### src/hw/rtl/fnvbi_pkg.sv
`timescale 1ns / 1ps
package fnvbi_pkg;

	localparam logic [63:0] FNV_BASIS       = 64'hCBF2_9CE4_8422_2325;
	localparam int          FNV_PRIME_SHIFT = 40;
	localparam logic [8:0]  FNV_PRIME_LO    = 9'h1B3;

	localparam int          DIV_STEPS = 64;
	localparam int          DIV_CNT_W = $clog2(DIV_STEPS);

	localparam int          CFG_IDX_W      = 2;
	localparam int          CFG_DATA_W     = 32;
	localparam logic [31:0] TABLE_SIZE_RST = 32'd1024;

	localparam logic [CFG_IDX_W-1:0] REG_TABLE_SIZE = 2'd0;
	localparam logic [CFG_IDX_W-1:0] REG_SIGN_EXT   = 2'd1;

	typedef enum logic [1:0] {
		ST_IDLE,
		ST_MUL,
		ST_START,
		ST_DIV
	} fnvbi_state_t;

	typedef struct packed {
		logic init;
		logic xor_en;
		logic mul_en;
	} hash_cmd_t;

endpackage

### src/hw/rtl/fnvbi_hash.sv
`timescale 1ns / 1ps
module fnvbi_hash import fnvbi_pkg::*; (
	input  logic        clk,
	input  logic        arst_n,
	input  hash_cmd_t   cmd,
	input  logic [7:0]  key_byte,
	input  logic        sign_ext,
	output logic [63:0] hash
);

	logic [63:0] hash_q;
	logic [63:0] operand;
	logic [63:0] product;

	// prime = 2^40 + 0x1B3
	assign operand = (sign_ext && key_byte[7]) ? {56'hFF_FFFF_FFFF_FFFF, key_byte}
	                                           : {56'h0, key_byte};
	assign product = (hash_q << FNV_PRIME_SHIFT) + (hash_q * {55'h0, FNV_PRIME_LO});

	always_ff @(posedge clk or negedge arst_n) begin
		if (!arst_n) begin
			hash_q <= FNV_BASIS;
		end else if (cmd.init) begin
			hash_q <= FNV_BASIS;
		end else if (cmd.xor_en) begin
			hash_q <= hash_q ^ operand;
		end else if (cmd.mul_en) begin
			hash_q <= product;
		end
	end

	assign hash = hash_q;

endmodule

### src/hw/rtl/fnvbi_mod.sv
`timescale 1ns / 1ps
module fnvbi_mod import fnvbi_pkg::*; (
	input  logic        clk,
	input  logic        arst_n,
	input  logic        start,
	input  logic [63:0] dividend,
	input  logic [31:0] divisor,
	output logic        busy,
	output logic [31:0] remainder
);

	logic                 busy_q;
	logic [DIV_CNT_W-1:0] cnt_q;
	logic [63:0]          dvd_q;
	logic [31:0]          dsr_q;
	logic [31:0]          rem_q;
	logic [32:0]          trial;
	logic [32:0]          diff;

	// restoring remainder, one dividend bit per cycle
	assign trial = {rem_q, dvd_q[63]};
	assign diff  = trial - {1'b0, dsr_q};

	always_ff @(posedge clk or negedge arst_n) begin
		if (!arst_n) begin
			busy_q <= 1'b0;
			cnt_q  <= '0;
		end else if (start) begin
			busy_q <= 1'b1;
			cnt_q  <= '0;
		end else if (busy_q) begin
			cnt_q <= cnt_q + 1'b1;
			if (cnt_q == DIV_CNT_W'(DIV_STEPS - 1)) begin
				busy_q <= 1'b0;
			end
		end
	end

	always_ff @(posedge clk) begin
		if (start) begin
			dvd_q <= dividend;
			dsr_q <= divisor;
			rem_q <= '0;
		end else if (busy_q) begin
			dvd_q <= {dvd_q[62:0], 1'b0};
			if (trial >= {1'b0, dsr_q}) begin
				rem_q <= diff[31:0];
			end else begin
				rem_q <= trial[31:0];
			end
		end
	end

	assign busy      = busy_q;
	assign remainder = (dsr_q == 32'd0) ? 32'd0 : rem_q;

endmodule

### src/hw/rtl/fnv1a_bucket_index.sv
`timescale 1ns / 1ps
// channel   dir  accept                   payload
// s_axis    in   s_axis_tvalid & tready   tdata: key_byte; tuser: no_byte; tlast: is_last
// m_axis    out  m_axis_tvalid & tready   tdata: hash_value, bucket_index
// cfg       in   cfg_we                   cfg_index 0 table_size, 1 sign_extend_bytes
//
// A key byte is accepted, then makes one pass through the constant
// multiplier. A last item adds a start step, the bit-serial remainder unit
// and a load step before the result is registered.
// Reset: running hash to the FNV offset basis, table_size 1024, sign extend off.
// A registered result waiting on m_axis_tready does not stop input; the next
// last item holds in the remainder state, with input not ready, until it drains.
module fnv1a_bucket_index import fnvbi_pkg::*; (
	input  logic                  clk,
	input  logic                  arst_n,
	input  logic                  s_axis_tvalid,
	output logic                  s_axis_tready,
	input  logic [7:0]            s_axis_tdata,   // [7:0] key_byte
	input  logic                  s_axis_tuser,   // [0] no_byte
	input  logic                  s_axis_tlast,
	output logic                  m_axis_tvalid,
	input  logic                  m_axis_tready,
	output logic [95:0]           m_axis_tdata,   // [63:0] hash_value, [95:64] bucket_index
	input  logic                  cfg_we,
	input  logic [CFG_IDX_W-1:0]  cfg_index,
	input  logic [CFG_DATA_W-1:0] cfg_data
);

	fnvbi_state_t state_q, state_d;
	hash_cmd_t    cmd;
	logic         last_q;
	logic         s_acc;
	logic         div_start;
	logic         div_busy;
	logic         out_free;
	logic         out_load;
	logic [63:0]  hash;
	logic [63:0]  key_hash_q;
	logic [31:0]  remainder;
	logic [31:0]  table_size_q;
	logic         sign_ext_q;
	logic         m_tvalid_q;
	logic [95:0]  m_tdata_q;

	assign s_axis_tready = (state_q == ST_IDLE);
	assign s_acc         = s_axis_tvalid && s_axis_tready;
	assign out_free      = !m_tvalid_q || m_axis_tready;

	always_ff @(posedge clk or negedge arst_n) begin
		if (!arst_n) begin
			table_size_q <= TABLE_SIZE_RST;
			sign_ext_q   <= 1'b0;
		end else if (cfg_we) begin
			case (cfg_index)
				REG_TABLE_SIZE: table_size_q <= cfg_data[31:0];
				REG_SIGN_EXT:   sign_ext_q   <= cfg_data[0];
				default: ;
			endcase
		end
	end

	always_ff @(posedge clk or negedge arst_n) begin
		if (!arst_n) begin
			state_q <= ST_IDLE;
			last_q  <= 1'b0;
		end else begin
			state_q <= state_d;
			if (s_acc) begin
				last_q <= s_axis_tlast;
			end
		end
	end

	always_comb begin
		state_d   = state_q;
		cmd       = '0;
		div_start = 1'b0;
		out_load  = 1'b0;
		case (state_q)
			ST_IDLE: begin
				if (s_acc) begin
					if (!s_axis_tuser) begin
						cmd.xor_en = 1'b1;
						state_d    = ST_MUL;
					end else if (s_axis_tlast) begin
						state_d = ST_START;
					end
				end
			end
			ST_MUL: begin
				cmd.mul_en = 1'b1;
				state_d    = last_q ? ST_START : ST_IDLE;
			end
			ST_START: begin
				cmd.init  = 1'b1;
				div_start = 1'b1;
				state_d   = ST_DIV;
			end
			ST_DIV: begin
				if (!div_busy && out_free) begin
					out_load = 1'b1;
					state_d  = ST_IDLE;
				end
			end
			default: state_d = ST_IDLE;
		endcase
	end

	always_ff @(posedge clk) begin
		if (div_start) begin
			key_hash_q <= hash;
		end
	end

	fnvbi_hash u_hash (
		.clk      (clk),
		.arst_n   (arst_n),
		.cmd      (cmd),
		.key_byte (s_axis_tdata),
		.sign_ext (sign_ext_q),
		.hash     (hash)
	);

	fnvbi_mod u_mod (
		.clk       (clk),
		.arst_n    (arst_n),
		.start     (div_start),
		.dividend  (hash),
		.divisor   (table_size_q),
		.busy      (div_busy),
		.remainder (remainder)
	);

	always_ff @(posedge clk or negedge arst_n) begin
		if (!arst_n) begin
			m_tvalid_q <= 1'b0;
		end else if (out_load) begin
			m_tvalid_q <= 1'b1;
		end else if (m_axis_tready) begin
			m_tvalid_q <= 1'b0;
		end
	end

	always_ff @(posedge clk) begin
		if (out_load) begin
			m_tdata_q <= {remainder, key_hash_q};
		end
	end

	assign m_axis_tvalid = m_tvalid_q;
	assign m_axis_tdata  = m_tdata_q;

	a_start_busy: assert property (@(posedge clk) disable iff (!arst_n)
		div_start |=> div_busy)
		else $error("remainder unit did not start");

	a_no_accept_busy: assert property (@(posedge clk) disable iff (!arst_n)
		s_acc |-> !div_busy)
		else $error("request accepted while remainder unit busy");

	a_load_idle: assert property (@(posedge clk) disable iff (!arst_n)
		out_load |-> (!div_busy && out_free))
		else $error("result loaded over pending result or unfinished remainder");

	a_mul_next: assert property (@(posedge clk) disable iff (!arst_n)
		(state_q == ST_MUL) |=> (state_q == ST_IDLE || state_q == ST_START))
		else $error("bad sequence after multiply");

endmodule
### config.mk
export PLATFORM = sky130hd
export DESIGN_NAME = fnv1a_bucket_index
export DESIGN_NICKNAME = d
export VERILOG_FILES = /design/src/hw/rtl/fnvbi_pkg.sv /design/src/hw/rtl/fnvbi_hash.sv /design/src/hw/rtl/fnvbi_mod.sv /design/src/hw/rtl/fnv1a_bucket_index.sv
export SDC_FILE = /design/constraint.sdc
export NUM_CORES = 1
export LEC_CHECK = 0
export BUFFER_PORTS_ARGS = -buffer_cell sky130_fd_sc_hd__buf_2
export CAP_MARGIN = 30
export CORE_ASPECT_RATIO = 1.25
export CORE_MARGIN = 2
export CORE_UTILIZATION = 63
export CTS_CLUSTER_DIAMETER = 150
export DETAILED_ROUTE_END_ITERATION = 8
export GPL_TIMING_DRIVEN = 0
export PLACE_DENSITY = 0.82
export SLEW_MARGIN = 20
export SYNTH_ARGS = -nofsm -noshare
export SYNTH_HDL_FRONTEND = slang
export SYNTH_SLANG_ARGS = --single-unit
### constraint.sdc
create_clock -name clk -period 12.45 [get_ports clk]
set_clock_uncertainty 0.15 [all_clocks]
set_input_delay 1.8675 -clock clk [delete_from_list [all_inputs] [get_ports clk]]
set_output_delay 1.8675 -clock clk [all_outputs]
set_load 0.03 [all_outputs]
== Word level (Yosys, flattened, before mapping) ==
Index checks and enable logic that the tools add are counted.
Word-level totals
  bits in registers: 396
  bits in latches: 0
  bits in writable memories: 0
  ROM bits: 0
  bits of input ports: 49
  output and inout port bits: 98
  logic and storage cells: 70
  memories kept: 0
Operators by class
  $add $sub $neg: 3
  multiply operators: 1
  divide/modulo/power cells: 0
  order comparisons: 1
  equality and inequality tests: 8
  shift-type cells: 0
  multiplexer cells: 27
  bitwise logic cells: 1
  reduce and logical (&&, ||, !) cells: 15
Operators with widths (count)
  $mux W64: 6
  $add A64 B64 Y64: 1
  $mul A64 B9 Y64 const B: 1
  $xor A64 B64 Y64: 1
  $ge A33 B32 Y1: 1
  $logic_not A32 Y1: 1
  $mux W32: 1
  $sub A32 B32 Y32: 1
  $mux W1: 12
  $mux W6: 2
  $mux W2: 5
  $pmux W2 S4: 1
  $add A6 B1 Y6 const B: 1
  $eq A6 B6 Y1 const B: 1
  $eq A2 B1 Y1 const B: 2
  $eq A2 B2 Y1 const B: 2
  $logic_not A2 Y1: 2
  $reduce_and A2 Y1: 2
  $reduce_bool A2 Y1: 2
  $logic_and A1 B1 Y1: 3
  $ne A3 B2 Y1 const B: 1
  $reduce_and A3 Y1: 1
  $reduce_bool A3 Y1: 1
  $logic_not A1 Y1: 2
  other kinds (3): 3

== Depth between registers and ports, before layout ==
Gate-level depths: netlist of the first run.
  depth after elaboration: 6
  mapped depth: 22
  mapped depth without buffers: 21

== Modules after synthesis ==
Synthesis of the first run repeated with hierarchy kept, for this count alone.
Second synthesis, totals
  cells, all modules: 2724
  area, all modules: 29210.5 um^2
By module, submodules not included
  fnvbi_hash: instances 1, cells each 1782, area each 15449.8 um^2, seq. area each 1636.6 um^2
  fnvbi_mod: instances 1, cells each 690, area each 7502.2 um^2, seq. area each 3698.5 um^2
  fnv1a_bucket_index: instances 1, cells each 252, area each 6258.5 um^2, seq. area each 5731.7 um^2

== Least setup slack after synthesis of the first run ==
No wires, ideal clock.
  path kind: register -> register
  start point: reg u_hash.hash_q[28] (netlist: u_hash.hash[28])
  end point: reg u_hash.hash_q[61] (netlist: u_hash.hash[61])
  setup time: 0.142 ns
  data arrival time: 4.965 ns
  required time: 12.158 ns
  setup slack: 7.192 ns
  stages on the path, launching flop included: 21
  path buffers: 0
  path through: dfrtp_1 > ha_1 > inv_1 > fa_1 > inv_1 > fa_1 > inv_1 > fa_1 > inv_1 > ha_1 > ha_1 > a21oi_1 > o21ai_0 > a211oi_1 > o21bai_1 > a221o_1 > a21oi_2 > a21oi_2 > a221oi_2 > xor2_1 > o221ai_1
On the way
  word-level cells in the longest chain between the ends: 5
RTL lines
  start: declaration: RTL line fnvbi_hash.sv:11  | logic [63:0] hash_q;
  start signal: assignment: RTL line fnvbi_hash.sv:26  | hash_q <= hash_q ^ operand;
  start signal: assignment: RTL line fnvbi_hash.sv:28  | hash_q <= product;
  $mul A64 B9 Y64: RTL line fnvbi_hash.sv:18  | assign product = (hash_q << FNV_PRIME_SHIFT) + (hash_q * {55'h0, FNV_PRIME_LO});
  $add A64 B64 Y64: RTL line fnvbi_hash.sv:18
  $mux W64: RTL line fnvbi_hash.sv:27  | end else if (cmd.mul_en) begin
  $mux W64: RTL line fnvbi_hash.sv:25  | end else if (cmd.xor_en) begin
  $mux W64: RTL line fnvbi_hash.sv:23  | end else if (cmd.init) begin
Every way passes these cells. The select of a mux whose other input is x is not followed.
A chain may end at the register's enable or synchronous reset.

== Worst setup path in the final report of the first run ==
  start point: reg u_hash.hash_q[29] (netlist: u_hash.hash[29])
  end point: reg u_hash.hash_q[63] (netlist: u_hash.hash[63])
Same word-level chain as after synthesis.

==> impl_metrics.toml, run 1 <==
[clocking]
hold_buffers = 0
post_cts.repair.setup_buffers = 0
path_clk_slew_ns = 0.06
cts_tree = "yes"
clockRootBuffer = "clkbuf_16"
cts.htree.levels = 2
clock_latency_ns = 0.58
cts_buffer_depth = 3
numClockSinks = 396
cts_resized = 0
numCtsBuffers = 42

[yosys]
synth_seq_area_share_pct = 39.4
synth_area_um2 = 28100
synth_area_leaders = "edfxtp_1, fa_1, ha_1, inv_1, dfrtp_1"
syn_area_per_cell_um2 = 10.3
synth.area.mux_share_pct = 1.66
postSynthCellCount = 2718
dominantRegCellSynth = "edfxtp_1"
synthXorXnorAreaFrac_pct = 4.05
synth-seq-cells = 396
synth_compound_area_share_pct = 11.9
synth_top_area_cell = "edfxtp_1"
synth_top_area_share_pct = 27.3
syn_nets = 3213
synthAdderAreaFrac_pct = 25.9
synth_edf_count = 256
yosys.cell_types.count = 75
yosysWarnings = 0
synthArstFlopShare_pct = 27.3
yosys.area_share.simple_pct = 8.68
synth_top_family_by_area = "adder cells"

[floorplanning]
fp.dieW_um = 193
start_util_pct = 63.7
rows = 86
die_area_um2 = 46300
core_um2 = 44100
die_h_um = 240
pin_count = 147

[global_routing]
grt_use_met3_pct = 4.47
grt_overflow = 0
met1_usage_pct = 38.6
grt_busiest_layer = "met2"
met2_usage_pct = 57.0
grtUsageTotal_pct = 32.7
antenna_found_initial = 0
grt_max_degree = 81
grt_pass1_wl_um = 115000
grt_pass1_vias = 21800

[layout]
nFillCells = 3284
area_growth_syn_to_layout_pct = 10.7
fin_util_pct = 70.6
final_cell_mix = "inv_1, nand2_1, edfxtp_1"
fin_nets = 3410
multiInputGateArea_um2 = 14700
drive_gt1_share_pct = 10.4
diodes = 0
layout_commonest_cell = "inv_1"
seq_area_um2 = 11100

[drt]
drt-pass1-iter-count = 8
routed_wirelength_um = 72800
drc = 0
drtIter0Drc = 1614
drtAntennaViolNets = 0
viasPerCell = 5.85
routedWlPerCell_um = 20.7
via_count = 20600

[timing]
finalCritPeriodShare_pct = 50.6
hold_viol_final = 0
relSlewSlack_pct = 39.2
final.setup.tns_ns = 0
fmax_mhz = 159
slew_viol_final = 0
period_minus_slack_ns = 6.30
rsz0062_at_grt = "false"
setup_viol_count_final = 0
worstMarginPinSlew_ns = 0.913

[placed_design]
gp_congestion = 0.965
place_hpwl_um = 57400
portBuffers = 146

[setup_path]
endpoint_kind = "flip-flop"
critPathMaxFanout = 9
reg2regPathDepth = 21
critPathArrivalTime_ns = 6.66
startpoint_type = "flip-flop"
required_ns = 12.81
path_class = "flip-flop to flip-flop"

[worst_hold_path]
hold_depth = 0
hold_path_class = "flip-flop to flip-flop"

[job]
maxCapViolCount = 0

[outcome]
status = "finished, final reports clean"
==> layout make-up <==
cell class,instances,share of cell area [%]
buffer,81,1.03
clock buffer,61,3.90
clock inverter,17,0.547
inverter,545,6.59
multi-input combinational,1696,47.2
sequential,396,35.5
tap,572,2.30
timing repair buffer,153,2.89
==> logic make-up (layout without fill, tap and decap cells) <==
logic type,Yosys count,in the layout
buffers and inverters,626,857
and+or+nand+nor,545,545
AOI/OAI and AO/OA,533,533
adders and majority gates,446,446
DFF,396,396
xor gates and xnor gates,130,130
muxes,42,42
==> registers in the layout (all words and copies together), names as in the netlist, 2 cells and up <==
| register | cells |
|---|---|
| u_mod.dsr_q | 32 |
| u_hash.hash | 64 |
| state_q | 2 |
| m_axis_tdata | 96 |
| table_size_q | 32 |
| u_mod.dvd_q | 64 |
| key_hash_q | 64 |
| u_mod.cnt_q | 6 |
| u_mod.rem_q | 32 |
==> worst paths after layout <==
kind	start	end	slack [ns]
min in group asynchronous	arst_n	u_hash.hash[1]$_DFFE_PN0P_	1.08
hold / removal	key_hash_q[23]$_DFFE_PP_	m_axis_tdata[23]$_DFFE_PP_	0.26
hold reg to reg	key_hash_q[23]$_DFFE_PP_	m_axis_tdata[23]$_DFFE_PP_	0.26
max in group asynchronous	arst_n	u_hash.hash[47]$_DFFE_PN1P_	10.27
setup / recovery	u_hash.hash[29]$_DFFE_PN0P_	u_hash.hash[63]$_DFFE_PN1P_	6.15
setup reg to reg	u_hash.hash[29]$_DFFE_PN0P_	u_hash.hash[63]$_DFFE_PN1P_	6.15
==> layer usage <==
layer | vias to the layer above | wire length (um) | part of all wire [%]
met1 | 10100 | 26900 | 37
met5 | - | 0 | 0
met4 | 0 | 4910 | 6.7
met2 | 820 | 36700 | 50
li1 | 9419 | - | -
met3 | 241 | 4230 | 5.8
==> stage by stage <==
stage | worst slack, ns | cells | cell area [um^2] | hold WS (ns)
finish | 6.15 | 3521 | 31100 | 0.264
global route | 5.77 | 3521 | 31100 | 0.272
CTS | 6.18 | 3521 | 31100 | 0.258
detailed placement | 6.20 | 3443 | 29700 | 0.255
global placement | 5.57 | 3436 | 29600 | 0.250
floorplan | 7.19 | 2718 | 28100 | 0.250
==> worst max-delay path: stages, from the launching register on <==
cell	delay [ns]
dfrtp_1	0.59
ha_1	0.46
inv_1	0.11
fa_1	0.55
inv_1	0.06
fa_1	0.53
inv_1	0.05
fa_1	0.52
inv_1	0.04
ha_1	0.28
ha_1	0.28
clkbuf_1	0.26
and3_1	0.25
nand2_1	0.08
nor2_1	0.17
nand2_1	0.11
a211oi_1	0.55
o21ai_0	0.25
nand2_1	0.17
a21oi_1	0.15
or4_1	0.52
nand3_1	0.10
==> cells in the mapped netlist (8+ instances only) <==
master	count
xor2_1	54
o21bai_1	13
o21ai_0	139
a21oi_1	170
nand4_1	17
dfstp_2	29
o221ai_1	17
nand2b_1	10
a211oi_1	19
o21a_1	12
mux2_2	36
clkbuf_1	70
fa_1	227
a221oi_1	16
a31oi_1	14
nand3_1	21
nor2b_1	49
nor2_1	113
edfxtp_1	256
ha_1	219
nor3_1	16
inv_1	543
and3_1	15
nor4_1	10
o211ai_1	8
xnor2_1	76
a21o_1	55
nand2_1	267
dfrtp_1	79
dfxtp_1	32
Power of run 1 is left out: the tool's default activity adds up to more than one toggle a clock period on the data nets, which glitch-free logic cannot reach.
==> run 2, diff against run 1 <==
Settings changed: ABC_AREA set to 1, CORE_UTILIZATION 63 to 57, PLACE_DENSITY 0.82 to 0.78.
Clock period 12.45 ns to 5.6 ns, I/O delays scaled along.
==> impl_metrics.toml, run 2 <==
[drt]
via_count = 25700
routedWlPerCell_um = 20.2
viasPerCell = 5.31
routed_wirelength_um = 97700
drtAntennaViolNets = 0
drt-pass1-iter-count = 6
drtIter0Drc = 2401
drc = 0

[yosys]
synthTopCellsByCount = "inv_1, nand2_1, nor2_1, edfxtp_1, fa_1"
synth_top_area_cell = "edfxtp_1"
synth_seq_area_share_pct = 35.0
synthArstFlopShare_pct = 27.3
syn_area_per_cell_um2 = 8.14
yosysWarnings = 0
yosys.cell_count.top_type = "inv_1"
postSynthCellCount = 3885
synth_area_um2 = 31600
syn_nets = 4380
dominantRegCellSynth = "edfxtp_1"
synth_top_area_share_pct = 24.3
synth_area_leaders = "edfxtp_1, fa_1, inv_1, nand2_1, ha_1"
yosys.cell_types.count = 45
synth-seq-cells = 396
synth_edf_count = 256

[clocking]
cts_buffer_depth = 3
hold_buffers = 0
path_clk_slew_ns = 0.07
clockRootBuffer = "clkbuf_16"
clock_latency_ns = 0.54
numClockSinks = 396
cts.htree.levels = 2
numCtsBuffers = 37
cts_tree = "yes"

[setup_path]
max_stage_delay_ns = 0.55
path_cells = "ha_1, inv_1, fa_1, inv_1, fa_1, inv_1, fa_1, fa_1, inv_1, ha_1, nand2_1, nor2_1, nand2_1, nor2_1, nand3_1, nand4_1, nand3_1, a21oi_1"
endpoint_kind = "flip-flop"
critPathTopFamily = "adder cells"
required_ns = 5.92
path_buf_inv = 4
critPathArrivalTime_ns = 5.77
cp_slowest_cell = "fa_1"
critPathMaxFanout = 5
startpoint_type = "flip-flop"
path_class = "flip-flop to flip-flop"

[layout]
final_cell_area_um2 = 34800
area_growth_syn_to_layout_pct = 10.1
final_cell_mix = "inv_1, nand2_1, nor2_1"
largest_reg_flops = 96
layout_commonest_cell = "inv_1"
nFillCells = 4847
drive_gt1_share_pct = 8.83
fin_nets = 4579

[floorplanning]
die_area_um2 = 57400
core_um2 = 54900
pin_count = 147
rows = 96
fp.dieW_um = 215
start_util_pct = 57.6
die_h_um = 267

[global_routing]
met2_usage_pct = 61.8
grt_use_met3_pct = 3.75
grt_pass1_vias = 26400
grt_busiest_layer = "met2"
grt_overflow = 0
antenna_found_initial = 0
grtUsageTotal_pct = 34.8
grt_max_degree = 67
met1_usage_pct = 40.1
grt_pass1_wl_um = 149000

[timing]
finalCritPeriodShare_pct = 97.4
hold_slack_ns = 0.194
slew_viol_final = 0
worstMarginPinSlew_ns = 1.00
period_minus_slack_ns = 5.45
fmax_mhz = 183
rsz0062_at_grt = "true"
hold_viol_final = 0
setup_viol_count_final = 0
final.setup.worst_slack_ns = 0.148
relSlewSlack_pct = 33.1

[outcome]
status = "finished, final reports clean"

[job]
maxCapViolCount = 0

[placed_design]
portBuffers = 146
dpl_cell_area_um2 = 33500
gp_congestion = 1.09
dpl_worst_slack_ns = -0.0561
place_hpwl_um = 81600

[worst_hold_path]
hold_path_class = "input pin to asynchronous set/reset pin"
==> run 2: timing repair <==
| item | 4_1_cts | 5_1_grt |
|---|---|---|
| buffers inserted | 0 | 4 |
| gates cloned | 0 | 0 |
| endpoints found under the setup margin | 5 | 21 |
| resized for setup | 4 | 42 |
==> run 2: metal layers <==
metal / routed length [um] / vias to the layer above / part of all wire [%]
met5: 0 / - / 0
met2: 48400 / 972 / 50
met3: 5680 / 298 / 5.8
met4: 7510 / 0 / 7.7
met1: 36100 / 12200 / 37
li1: - / 12300 / -
==> run 2: cell type report <==
class	count	area [um^2]	area share [%]
antenna	1	2.50	0.00719
clock inverter	17	156	0.449
sequential	396	11100	31.8
clock buffer	48	997	2.87
tap	735	920	2.64
multi-input combinational	2429	16600	47.8
timing repair buffer	160	968	2.78
inverter	991	3720	10.7
buffer	69	308	0.884
==> run 2: through the flow <==
| step | setup TNS [ns] | utilization (%) | std cells |
|---|---|---|---|
| floorplan | 0 | - | 3885 |
| global placement | -25.71 | 60.6 | 4766 |
| detailed placement | -0.0764 | 61.0 | 4775 |
| CTS | 0 | 63.1 | 4840 |
| global route | -0.0155 | 63.4 | 4845 |
| finish | 0 | 63.4 | 4846 |
==> run 2: path summary, 6_finish.rpt <==
kind / slack (ns) / cells past startpoint / to / start
worst max-delay path: 0.15 / 18 / u_hash.hash[52]$_DFFE_PN1P_ / u_hash.hash[46]$_DFFE_PN0P_
worst min-delay path: 0.19 / 1 / table_size_q[26]$_DFFE_PN0P_ / arst_n
worst max register to register: 0.15 / 18 / u_hash.hash[52]$_DFFE_PN1P_ / u_hash.hash[46]$_DFFE_PN0P_
worst min register to register: 0.26 / 0 / m_axis_tdata[32]$_DFFE_PP_ / key_hash_q[32]$_DFFE_PP_
max in group asynchronous: 4.32 / 2 / u_hash.hash[13]$_DFFE_PN1P_ / arst_n
min in group clk: 0.26 / 0 / m_axis_tdata[32]$_DFFE_PP_ / key_hash_q[32]$_DFFE_PP_
==> run 2: kinds of logic after synthesis <==
kind of cell / synth area share [%]
simple gates: 19.4
buf+inv: 12.7
fa+ha+maj: 23.0
flops: 35.0
compound gates: 5.95
xor+xnor: 2.74
mux: 1.10
Power of run 2 is left out for the same reason.
